File: src/design/multi_image_boxcar_mean_macros.svh
// ----------------------------------------------------------------------------
// multi image boxcar mean assertion macros
// shared property shorthands for the filter's checks
// ----------------------------------------------------------------------------
`ifndef MULTI_IMAGE_BOXCAR_MEAN_MACROS_SVH
`define MULTI_IMAGE_BOXCAR_MEAN_MACROS_SVH

// same-cycle implication
`define MBOXC_ASSERT_IMP(lbl, clk, rst_n, ante, cons) \
    lbl: assert property (@(posedge clk) disable iff (!rst_n) (ante) |-> (cons)) \
        else $error("implication check failed");

// next-cycle implication
`define MBOXC_ASSERT_NXT(lbl, clk, rst_n, ante, cons) \
    lbl: assert property (@(posedge clk) disable iff (!rst_n) (ante) |=> (cons)) \
        else $error("next-cycle check failed");

`endif

File: src/design/mboxc_pkg.sv
// ----------------------------------------------------------------------------
// mboxc_pkg
// sizes, widths and state codes of the boxcar mean filter
// ----------------------------------------------------------------------------
package mboxc_pkg;

    localparam int MAX_WIDTH  = 1024;
    localparam int MAX_WINDOW = 15;
    localparam int MAX_IMAGES = 8;

    localparam int HALF_MAX   = (MAX_WINDOW - 1) / 2;
    localparam int ROW_SLOTS  = MAX_WINDOW - 1;
    localparam int MASK_SLOTS = (HALF_MAX > 0) ? HALF_MAX : 1;

    localparam int COL_W    = $clog2(MAX_WIDTH);
    localparam int WID_W    = 11;
    localparam int HALF_W   = $clog2(HALF_MAX + 1);
    localparam int WIN_W    = 4;
    localparam int IMG_W    = $clog2(MAX_IMAGES);
    localparam int NIMG_W   = 4;
    localparam int ROW_W    = 16;
    localparam int SLOT_W   = $clog2(MAX_WINDOW);
    localparam int MSLOT_W  = (MASK_SLOTS > 1) ? $clog2(MASK_SLOTS) : 1;
    localparam int CELL_W   = $clog2(MAX_WINDOW);

    localparam int SAMPLE_W = 32;
    localparam int PIX_W    = SAMPLE_W + $clog2(MAX_IMAGES) + 1;
    localparam int COLSUM_W = PIX_W + $clog2(MAX_WINDOW + 1);
    localparam int TOTAL_W  = COLSUM_W + $clog2(MAX_WINDOW + 1);
    localparam int DIV_W    = $clog2(MAX_IMAGES * MAX_WINDOW * MAX_WINDOW + 1);
    localparam int DCNT_W   = $clog2(TOTAL_W + 1);
    localparam int WORD_W   = ROW_SLOTS * PIX_W + MASK_SLOTS;

    localparam int CFG_IDX_W = 3;
    localparam int CFG_DAT_W = 11;

    localparam logic [CFG_IDX_W-1:0] REG_ROW_WIDTH   = 3'd0;
    localparam logic [CFG_IDX_W-1:0] REG_WINDOW_ROWS = 3'd1;
    localparam logic [CFG_IDX_W-1:0] REG_WINDOW_COLS = 3'd2;
    localparam logic [CFG_IDX_W-1:0] REG_NUM_IMAGES  = 3'd3;
    localparam logic [CFG_IDX_W-1:0] REG_MASK_ENABLE = 3'd4;

    typedef enum logic [6:0] {
        S_IDLE = 7'b0000001,
        S_RD   = 7'b0000010,
        S_COL  = 7'b0000100,
        S_EMIT = 7'b0001000,
        S_DIV  = 7'b0010000,
        S_OUT  = 7'b0100000,
        S_ADV  = 7'b1000000
    } t_state;

    function automatic logic [HALF_W-1:0] half_of(input logic [WIN_W-1:0] w);
        logic [WIN_W-1:0] h;
        h = (w == '0) ? '0 : ((w - WIN_W'(1)) >> 1);
        half_of = (h > WIN_W'(HALF_MAX)) ? HALF_W'(HALF_MAX) : h[HALF_W-1:0];
    endfunction

endpackage

File: src/design/mboxc_cell.sv
// ----------------------------------------------------------------------------
// mboxc_cell
// one column of the horizontal window: column sum and centre mask bit
// ----------------------------------------------------------------------------
module mboxc_cell (
    input  logic                                i_clk,
    input  logic                                i_rst_n,
    input  logic                                i_shift,
    input  logic                                i_clr,
    input  logic signed [mboxc_pkg::COLSUM_W-1:0] i_sum,
    input  logic                                i_mask,
    output logic signed [mboxc_pkg::COLSUM_W-1:0] o_sum,
    output logic                                o_mask
);

    logic signed [mboxc_pkg::COLSUM_W-1:0] r_sum;
    logic                                  r_mask;

    always_ff @(posedge i_clk) begin
        if (!i_rst_n) begin
            r_sum  <= '0;
            r_mask <= 1'b0;
        end else if (i_shift) begin
            r_sum  <= i_clr ? '0 : i_sum;
            r_mask <= i_clr ? 1'b0 : i_mask;
        end
    end

    assign o_sum  = r_sum;
    assign o_mask = r_mask;

endmodule

File: config.mk
export PLATFORM = sky130hd
export DESIGN_NAME = mboxc_cell
export DESIGN_NICKNAME = d
export VERILOG_FILES = /design/src/design/multi_image_boxcar_mean_macros.svh /design/src/design/mboxc_pkg.sv /design/src/design/mboxc_cell.sv
export SDC_FILE = /design/constraint.sdc
export NUM_CORES = 1
export LEC_CHECK = 0
export BUFFER_PORTS_ARGS = -buffer_cell sky130_fd_sc_hd__buf_2
export CAP_MARGIN = 10
export CORE_ASPECT_RATIO = 1.75
export CORE_MARGIN = 2
export CORE_UTILIZATION = 47
export CTS_CLUSTER_SIZE = 20
export DETAILED_ROUTE_END_ITERATION = 8
export PLACE_DENSITY = 0.9
export SLEW_MARGIN = 20
export SYNTH_ARGS = -nofsm -noshare
export SYNTH_HDL_FRONTEND = slang
export SYNTH_SLANG_ARGS = --single-unit
File: constraint.sdc
create_clock -name i_clk -period 2.48 [get_ports i_clk]
set_clock_uncertainty 0.15 [all_clocks]
set_input_delay 0.496 -clock i_clk [delete_from_list [all_inputs] [get_ports i_clk]]
set_output_delay 0.496 -clock i_clk [all_outputs]
set_load 0.1 [all_outputs]
==> flow_summary.toml <==
[run_status]
status = "completed"

[cells_and_area]
nFillCells = 314
fin_area_um2 = 2165
nets = 305
layout_common_cells = "85 x buf_2, 41 x nand2_1, 41 x nand3b_1, 41 x dfxtp_1, 35 x o21ai_1"
fin_util = 0.6436
final_common_cell = "buf_2"
syn_to_final_growth_pct = 32.77
diodes = 0
drive_above_1_share = 0.3870

[synthesis]
synth_top_family_by_area = "simple AND/OR/NAND/NOR gates"
ys_ff_latch = 41
muxShareOfSynthArea = 0
synth_compound_area_frac = 0.1343
synth_fa_ha_area_frac = 0
syn_inst = 182
ys_warn_count = 0
synth_nets = 227
synth_cell_types = 11
avgSynthCellArea_um2 = 8.958
syn_area_um2 = 1630
synthSimpleGateAreaFrac = 0.2939
synthXorXnorAreaFrac = 0
synth_seq_area_share = 0.5035

[worst_setup_path]
regToRegSetupSlack_ns = 1.74
slowest_delay_ns = 0.44
cp_slowest_cell = "buf_2"
crit_arrival_ns = 1.08
critPathLaunch = "o_sum[31]$_SDFFE_PN0P_"
worstPathMaxFanout = 2
ff2ff_path_depth = 2
crit_required_ns = 1.83
critPathKind = "flip-flop to output pin"
crit_cells = 1
startpoint_type = "flip-flop"
critical-path-top-delay-family = "buffers and inverters"
path_buf_inv = 1
crit_chain = "buf_2"
end_kind = "output pin"
reg2reg_from = "o_sum[17]$_SDFFE_PN0P_"

[clock_tree]
ctsHoldBuffers = 0
cts_buffer_depth = 2
clockRootBuffer = "clkbuf_8"
clk_pin_slew_ns = 0.08
cts_setup_buffers = 0
htreeDepth = 2
cts-buffers-inserted = 5
cts_tree = "done"
post_cts_resized = 0
cts.sink_count = 41
clock_latency_ns = 0.28

[routing]
antenna_left = 0
vias = 1520
wire_per_inst_um = 11.77
drc = 0
routed_wl_um = 3603
dr.pass1.iters = 4
drt_iter0_drc = 36
vias_per_cell = 4.967

[flow_run]
drv_cap = 0

[floorplan]
core_area_um2 = 3363
dieWidth_um = 48.52
num_rows = 28
dieArea_um2 = 3974
fp.dieH_um = 81.91
start_util = 0.4847
io_pins = 86

[pwr]
p_sw_frac = 0.3092
clkPwrFrac = 0.343
p_comb_frac = 0.214
seqPwrFrac = 0.443
power_leakage_nw = 1.015
p_int_mw = 1.088
total_power_mw = 1.575
peakVddDrop_uv = 609.5
powerDensity_nw_per_um2 = 727.6
switchingPower_mw = 0.4869

[timing]
maxSlewViolCount = 0
final.setup.tns_ns = 0
min_period_ns = 1.723
setup_viol = 0
max-slew-margin-rel = 0.6681
fmax_mhz = 580.5
finalHoldViolations = 0
rsz0062_at_grt = "false"
period_share = 0.6946
worstMarginPinSlew_ns = 0.5013
whs_ns = 0.2893

[global_routing]
grt_max_degree = 83
grt_pass1_vias = 1360
grt_pass1_wl_um = 5513
grtUsageTotal = 0.1786
grt_overflow = 0
grt_antenna_before_repair = 0
busiest_layer = "met2"
met2_usage = 0.3250
met3_usage = 0.04182
grt.met1_usage = 0.1867

[place]
hpwlAfterDp_um = 2481
port_buffers = 85
dpl_cell_area_um2 = 2048
gp_congestion = 0.8027

[hold_path]
whs_path_depth = 3
hp-start = "i_sum[13]"
hold_class = "primary input to flip-flop"
==> synthesized netlist by cell type <==
cell type,count,area share
dfxtp_1,41,0.50
buf_4,1,0.0046
clkbuf_1,1,0.0023
nand3b_1,41,0.19
o21ai_2,5,0.027
nand2_1,41,0.094
buf_6,4,0.028
nand4b_1,1,0.0054
nand2b_2,1,0.0054
o21ai_1,35,0.11
buf_2,11,0.034
==> worst paths after layout <==
| path | end |
|---|---|
| max | o_sum[31] |
| min | o_sum[13]$_SDFFE_PN0P_ |
| max reg2reg | o_sum[17]$_SDFFE_PN0P_ |
| min reg2reg | o_sum[21]$_SDFFE_PN0P_ |
==> cells by family after synthesis <==
logic type      count (synthesis)
simple gates                   84
buf+inv                        17
compound gates                 40
flops                          41
==> metrics by stage <==
stage	worst slack [ns]	cells
2_1_floorplan	0.9093	182
3_3_place_gp	0.8931	298
3_5_place_dp	0.8416	298
4_1_cts	0.7532	306
5_1_grt	0.7261	306
6_report	0.7573	306
==> sequential cells by signal, summed over array words and instances, names as in the netlist <==
signal / cells
o_mask: 1
o_sum: 40
==> power by group through the flow <==
| stage | sequential, mW | combinational (mW) | clock, mW |
|---|---|---|---|
| after floorplan | 0.900 | 0.0806 | 0 |
| after global placement | 0.712 | 0.336 | 0 |
| after detailed placement | 0.713 | 0.338 | 0 |
| after CTS | 0.698 | 0.339 | 0.550 |
| after global routing | 0.700 | 0.354 | 0.577 |
| final | 0.698 | 0.337 | 0.541 |
==> layout make-up <==
class	instances	area, µm²	share of cell area
clock buffer	7	86.33	0.03988
clock inverter	1	30.03	0.01387
multi-input combinational	124	698.2	0.3225
sequential	41	820.8	0.3792
tap	45	56.30	0.02601
timing repair buffer	88	473.0	0.2185
==> per-layer routing <==
layer  vias up  share of wire
met1       692           0.39
met5         -              0
met3        10          0.049
met2        48           0.53
met4         0          0.029
li1        770              -
No activity file was read; power rests on OpenSTA's default activity.
