### src/design/multi_image_boxcar_mean_macros.svh
// ----------------------------------------------------------------------------
// multi image boxcar mean assertion macros
// shared property shorthands for the filter's checks
// ----------------------------------------------------------------------------
`ifndef MULTI_IMAGE_BOXCAR_MEAN_MACROS_SVH
`define MULTI_IMAGE_BOXCAR_MEAN_MACROS_SVH

// same-cycle implication
`define MBOXC_ASSERT_IMP(lbl, clk, rst_n, ante, cons) \
    lbl: assert property (@(posedge clk) disable iff (!rst_n) (ante) |-> (cons)) \
        else $error("implication check failed");

// next-cycle implication
`define MBOXC_ASSERT_NXT(lbl, clk, rst_n, ante, cons) \
    lbl: assert property (@(posedge clk) disable iff (!rst_n) (ante) |=> (cons)) \
        else $error("next-cycle check failed");

`endif

### src/design/mboxc_pkg.sv
// ----------------------------------------------------------------------------
// mboxc_pkg
// sizes, widths and state codes of the boxcar mean filter
// ----------------------------------------------------------------------------
package mboxc_pkg;

    localparam int MAX_WIDTH  = 1024;
    localparam int MAX_WINDOW = 15;
    localparam int MAX_IMAGES = 8;

    localparam int HALF_MAX   = (MAX_WINDOW - 1) / 2;
    localparam int ROW_SLOTS  = MAX_WINDOW - 1;
    localparam int MASK_SLOTS = (HALF_MAX > 0) ? HALF_MAX : 1;

    localparam int COL_W    = $clog2(MAX_WIDTH);
    localparam int WID_W    = 11;
    localparam int HALF_W   = $clog2(HALF_MAX + 1);
    localparam int WIN_W    = 4;
    localparam int IMG_W    = $clog2(MAX_IMAGES);
    localparam int NIMG_W   = 4;
    localparam int ROW_W    = 16;
    localparam int SLOT_W   = $clog2(MAX_WINDOW);
    localparam int MSLOT_W  = (MASK_SLOTS > 1) ? $clog2(MASK_SLOTS) : 1;
    localparam int CELL_W   = $clog2(MAX_WINDOW);

    localparam int SAMPLE_W = 32;
    localparam int PIX_W    = SAMPLE_W + $clog2(MAX_IMAGES) + 1;
    localparam int COLSUM_W = PIX_W + $clog2(MAX_WINDOW + 1);
    localparam int TOTAL_W  = COLSUM_W + $clog2(MAX_WINDOW + 1);
    localparam int DIV_W    = $clog2(MAX_IMAGES * MAX_WINDOW * MAX_WINDOW + 1);
    localparam int DCNT_W   = $clog2(TOTAL_W + 1);
    localparam int WORD_W   = ROW_SLOTS * PIX_W + MASK_SLOTS;

    localparam int CFG_IDX_W = 3;
    localparam int CFG_DAT_W = 11;

    localparam logic [CFG_IDX_W-1:0] REG_ROW_WIDTH   = 3'd0;
    localparam logic [CFG_IDX_W-1:0] REG_WINDOW_ROWS = 3'd1;
    localparam logic [CFG_IDX_W-1:0] REG_WINDOW_COLS = 3'd2;
    localparam logic [CFG_IDX_W-1:0] REG_NUM_IMAGES  = 3'd3;
    localparam logic [CFG_IDX_W-1:0] REG_MASK_ENABLE = 3'd4;

    typedef enum logic [6:0] {
        S_IDLE = 7'b0000001,
        S_RD   = 7'b0000010,
        S_COL  = 7'b0000100,
        S_EMIT = 7'b0001000,
        S_DIV  = 7'b0010000,
        S_OUT  = 7'b0100000,
        S_ADV  = 7'b1000000
    } t_state;

    function automatic logic [HALF_W-1:0] half_of(input logic [WIN_W-1:0] w);
        logic [WIN_W-1:0] h;
        h = (w == '0) ? '0 : ((w - WIN_W'(1)) >> 1);
        half_of = (h > WIN_W'(HALF_MAX)) ? HALF_W'(HALF_MAX) : h[HALF_W-1:0];
    endfunction

endpackage

### src/design/mboxc_div.sv
// ----------------------------------------------------------------------------
// mboxc_div
// restoring divider, one quotient bit per cycle, truncates toward zero
// ----------------------------------------------------------------------------
module mboxc_div (
    input  logic                                 i_clk,
    input  logic                                 i_rst_n,
    input  logic                                 i_start,
    input  logic signed [mboxc_pkg::TOTAL_W-1:0] i_dividend,
    input  logic [mboxc_pkg::DIV_W-1:0]          i_divisor,
    output logic                                 o_busy,
    output logic                                 o_done,
    output logic [mboxc_pkg::SAMPLE_W-1:0]       o_quot
);

    localparam int TW = mboxc_pkg::TOTAL_W;
    localparam int DW = mboxc_pkg::DIV_W;

    logic [TW-1:0]                   r_quo;
    logic [DW-1:0]                   r_rem;
    logic [DW-1:0]                   r_den;
    logic                            r_neg;
    logic                            r_busy;
    logic                            r_done;
    logic [mboxc_pkg::DCNT_W-1:0]    r_cnt;
    logic [DW:0]                     trial;
    logic                            fits;
    logic [TW-1:0]                   quo_next;
    logic [TW-1:0]                   signed_q;

    assign trial    = {r_rem, r_quo[TW-1]};
    assign fits     = trial >= {1'b0, r_den};
    assign quo_next = {r_quo[TW-2:0], fits};
    assign signed_q = r_neg ? (~r_quo + TW'(1)) : r_quo;

    always_ff @(posedge i_clk) begin
        if (!i_rst_n) begin
            r_busy <= 1'b0;
            r_done <= 1'b0;
            r_cnt  <= '0;
        end else begin
            r_done <= 1'b0;
            if (i_start) begin
                r_busy <= 1'b1;
                r_cnt  <= mboxc_pkg::DCNT_W'(TW);
            end else if (r_busy) begin
                r_cnt <= r_cnt - mboxc_pkg::DCNT_W'(1);
                if (r_cnt == mboxc_pkg::DCNT_W'(1)) begin
                    r_busy <= 1'b0;
                    r_done <= 1'b1;
                end
            end
        end
    end

    always_ff @(posedge i_clk) begin
        if (i_start) begin
            r_neg <= i_dividend[TW-1];
            r_quo <= i_dividend[TW-1] ? (~i_dividend + TW'(1)) : i_dividend;
            r_rem <= '0;
            r_den <= i_divisor;
        end else if (r_busy) begin
            r_rem <= fits ? DW'(trial - {1'b0, r_den}) : trial[DW-1:0];
            r_quo <= quo_next;
        end
    end

    assign o_busy = r_busy;
    assign o_done = r_done;
    assign o_quot = signed_q[mboxc_pkg::SAMPLE_W-1:0];

endmodule

### config.mk
export PLATFORM = sky130hd
export DESIGN_NAME = mboxc_div
export DESIGN_NICKNAME = d
export VERILOG_FILES = /design/src/design/multi_image_boxcar_mean_macros.svh /design/src/design/mboxc_pkg.sv /design/src/design/mboxc_div.sv
export SDC_FILE = /design/constraint.sdc
export NUM_CORES = 1
export LEC_CHECK = 0
export ABC_AREA = 1
export BUFFER_PORTS_ARGS = -buffer_cell sky130_fd_sc_hd__buf_2
export CORE_ASPECT_RATIO = 1.75
export CORE_MARGIN = 3
export CORE_UTILIZATION = 35
export DETAILED_ROUTE_END_ITERATION = 7
export PLACE_DENSITY_LB_ADDON = 0.3
export SLEW_MARGIN = 15
export SYNTH_ARGS = -nofsm -noshare
export SYNTH_HDL_FRONTEND = slang
export SYNTH_SLANG_ARGS = --single-unit
### constraint.sdc
create_clock -name i_clk -period 5.55 [get_ports i_clk]
set_input_delay 0.2775 -clock i_clk [delete_from_list [all_inputs] [get_ports i_clk]]
set_output_delay 0.2775 -clock i_clk [all_outputs]
set_load 0.03 [all_outputs]
==> impl_metrics.json <==
{
  "status": "complete, no violations",
  "setup_tns_ns": 0,
  "yosys_warnings": 0,
  "synthArstFlopShare": 0,
  "cts_resized": 0,
  "initialDrtViolationCount": 213,
  "numCtsBuffers": 9,
  "nets": 975,
  "grt_max_degree": 56,
  "end_kind": "output pin",
  "synth_edf_count": 56,
  "fillCellCount": 1733,
  "grt_use_total": 0.192,
  "cp_max_fo": 29,
  "crit_type": "reg -> out",
  "synth-main-ff-cell": "edfxtp_1",
  "cts_tree": "yes",
  "path_clk_slew_ns": 0.06,
  "worstHoldPathType": "in -> reg",
  "final-hold-violation-count": 0,
  "die-height_um": 175,
  "drc": 0,
  "crit_chain": "inv_1 > o21ai_0 > xor2_1 > buf_2",
  "start_kind": "flop",
  "grt_pass1_vias": 5438,
  "clock-sinks": 75,
  "total_leakage_power_uw": 0.00318,
  "synth_cell_types": 42,
  "core_sq_um": 16000,
  "holdBufCountCts": 0,
  "postSynthCellCount": 820,
  "tightest_slew_ns": 0.895,
  "ioPinCount": 92,
  "clockRootBuffer": "clkbuf_16",
  "port_buffers": 91,
  "fin_crit_ns": 2.68,
  "power_density_nw_per_um2": 282,
  "maxCapViolations": 0,
  "cpPeakStageDelay_ns": 0.94,
  "worstReg2RegStart": "r_quo[43]$_DFFE_PP_",
  "final_util": 0.419,
  "multiInputGateArea_sq_um": 3160,
  "rsz0062_at_grt": "no",
  "cts_max_level": 3,
  "via_per_inst": 5.13,
  "ys_seq_elements": 75,
  "gp_congestion": 0.900,
  "drive_gt1_frac": 0.148,
  "clockBufferDepth": 2,
  "fin_skew_ns": 0.00646,
  "slew_headroom": 0.403,
  "fmax_ghz": 0.373,
  "rows": 61,
  "required_ns": 5.27,
  "hold_start": "i_divisor[2]",
  "yosysSeqAreaShare": 0.359,
  "startpoint": "r_neg$_DFFE_PP_",
  "syn_nets": 894,
  "finalNonFillerCells": 1095,
  "ant_nets": 0,
  "wl_per_cell_um": 15.3,
  "ir_drop_mv": 0.140,
  "area_growth_pct": 16.9,
  "setup_viol": 0,
  "synth.avg_cell_area_sq_um": 7.01,
  "antenna_found_initial": 0,
  "die-area_sq_um": 18000,
  "start_util": 0.358,
  "drv_slew": 0,
  "insertion_delay_ns": 0.34,
  "crit_slowest_cell": "edfxtp_1",
  "final_common_cell": "nand2_1",
  "dp_cells": 1079,
  "final_cell_mix": "215 x nand2_1, 107 x inv_1, 91 x buf_2",
  "routed_wl_um": 16800,
  "crit_buf_inv": 2,
  "grt_pass1_wl_um": 26600,
  "hpwl_um": 13500,
  "num_antenna_cells": 0,
  "num_vias": 5619,
  "first_pass_iters": 4,
  "dieWidth_um": 103,
  "overflow": 0,
  "fin_crit_sh": 0.483,
  "register_area_sq_um": 2060,
  "cp.arrival_ns": 2.40,
  "synth_area_sq_um": 5750,
  "post_cts_buffers": 0,
  "cp_top_family": "flip-flops"
}
## per-layer routing
metal  GRT usage  vias up  share of wire  routed length [um]
met3      0.0310       51          0.042                 701
met1       0.201     2560           0.36                6080
met4      0.0967        0          0.045                 758
li1            -     2856              -                   -
met2       0.355      152           0.55                9250
met5           0        -              0                   0
## area by class of cell
class                   instances  share of cell area
clock inverters                 7              0.0209
well taps                     189              0.0352
clock buffers                   9              0.0335
inverters                     110              0.0615
multi-input cells             611               0.471
repair buffers                 94              0.0712
flip-flops and latches         75               0.307
## final timing paths
kind | to | slack, ns | cells past startpoint
min | r_den[2]$_DFFE_PP_ | 0.11 | 1
min reg2reg | r_rem[9]$_SDFFE_PP0P_ | 0.48 | 2
max reg2reg | r_rem[3]$_SDFFE_PP0P_ | 3.10 | 9
max | o_quot[15] | 2.87 | 4
## report_power, final
group          switching, uW  internal, uW
Sequential              41.1           666
Combinational            322           141
Clock                    241           484
## logic make-up after synthesis
family | share of synthesized area
simple gates | 0.344
buf+inv | 0.0912
compound gates | 0.0919
flops | 0.359
xor+xnor | 0.0777
fa+ha+maj | 0.0361
## cells in the mapped netlist (4+ instances only)
| cell type | count | area share |
|---|---|---|
| nor3_1 | 6 | 0.0052 |
| a31oi_1 | 4 | 0.0044 |
| edfxtp_1 | 56 | 0.29 |
| o21ai_1 | 8 | 0.0070 |
| nand2_2 | 4 | 0.0044 |
| dfxtp_1 | 19 | 0.066 |
| o31ai_1 | 4 | 0.0052 |
| xnor2_1 | 8 | 0.012 |
| o21ai_0 | 49 | 0.043 |
| nand4_1 | 32 | 0.035 |
| clkbuf_1 | 11 | 0.0072 |
| nand3_1 | 90 | 0.078 |
| nand2_1 | 215 | 0.14 |
| o21ai_2 | 5 | 0.0076 |
| a21oi_1 | 15 | 0.013 |
| inv_1 | 107 | 0.070 |
| nor2_1 | 83 | 0.054 |
| buf_2 | 8 | 0.0070 |
| xor2_1 | 43 | 0.066 |
| ha_1 | 15 | 0.033 |
| nor2_2 | 7 | 0.0076 |
## through the flow
stage,worst slack [ns],cell area (sq um),hold WS [ns],power (uW)
after floorplan,3.31,5750,0.376,1030
after global placement,3.19,6350,0.456,1180
final,2.87,6710,0.111,1900
after detailed placement,3.10,6350,0.456,1180
after CTS,2.88,6710,0.0994,1910
after global routing,2.65,6710,0.0976,1990
## sequential cells by signal, summed over array words and instances (netlist names)
name	flops
o_done	1
r_den	11
r_cnt	6
r_quo	44
o_busy	1
r_neg	1
r_rem	11
(Power assumes the default switching activity.)
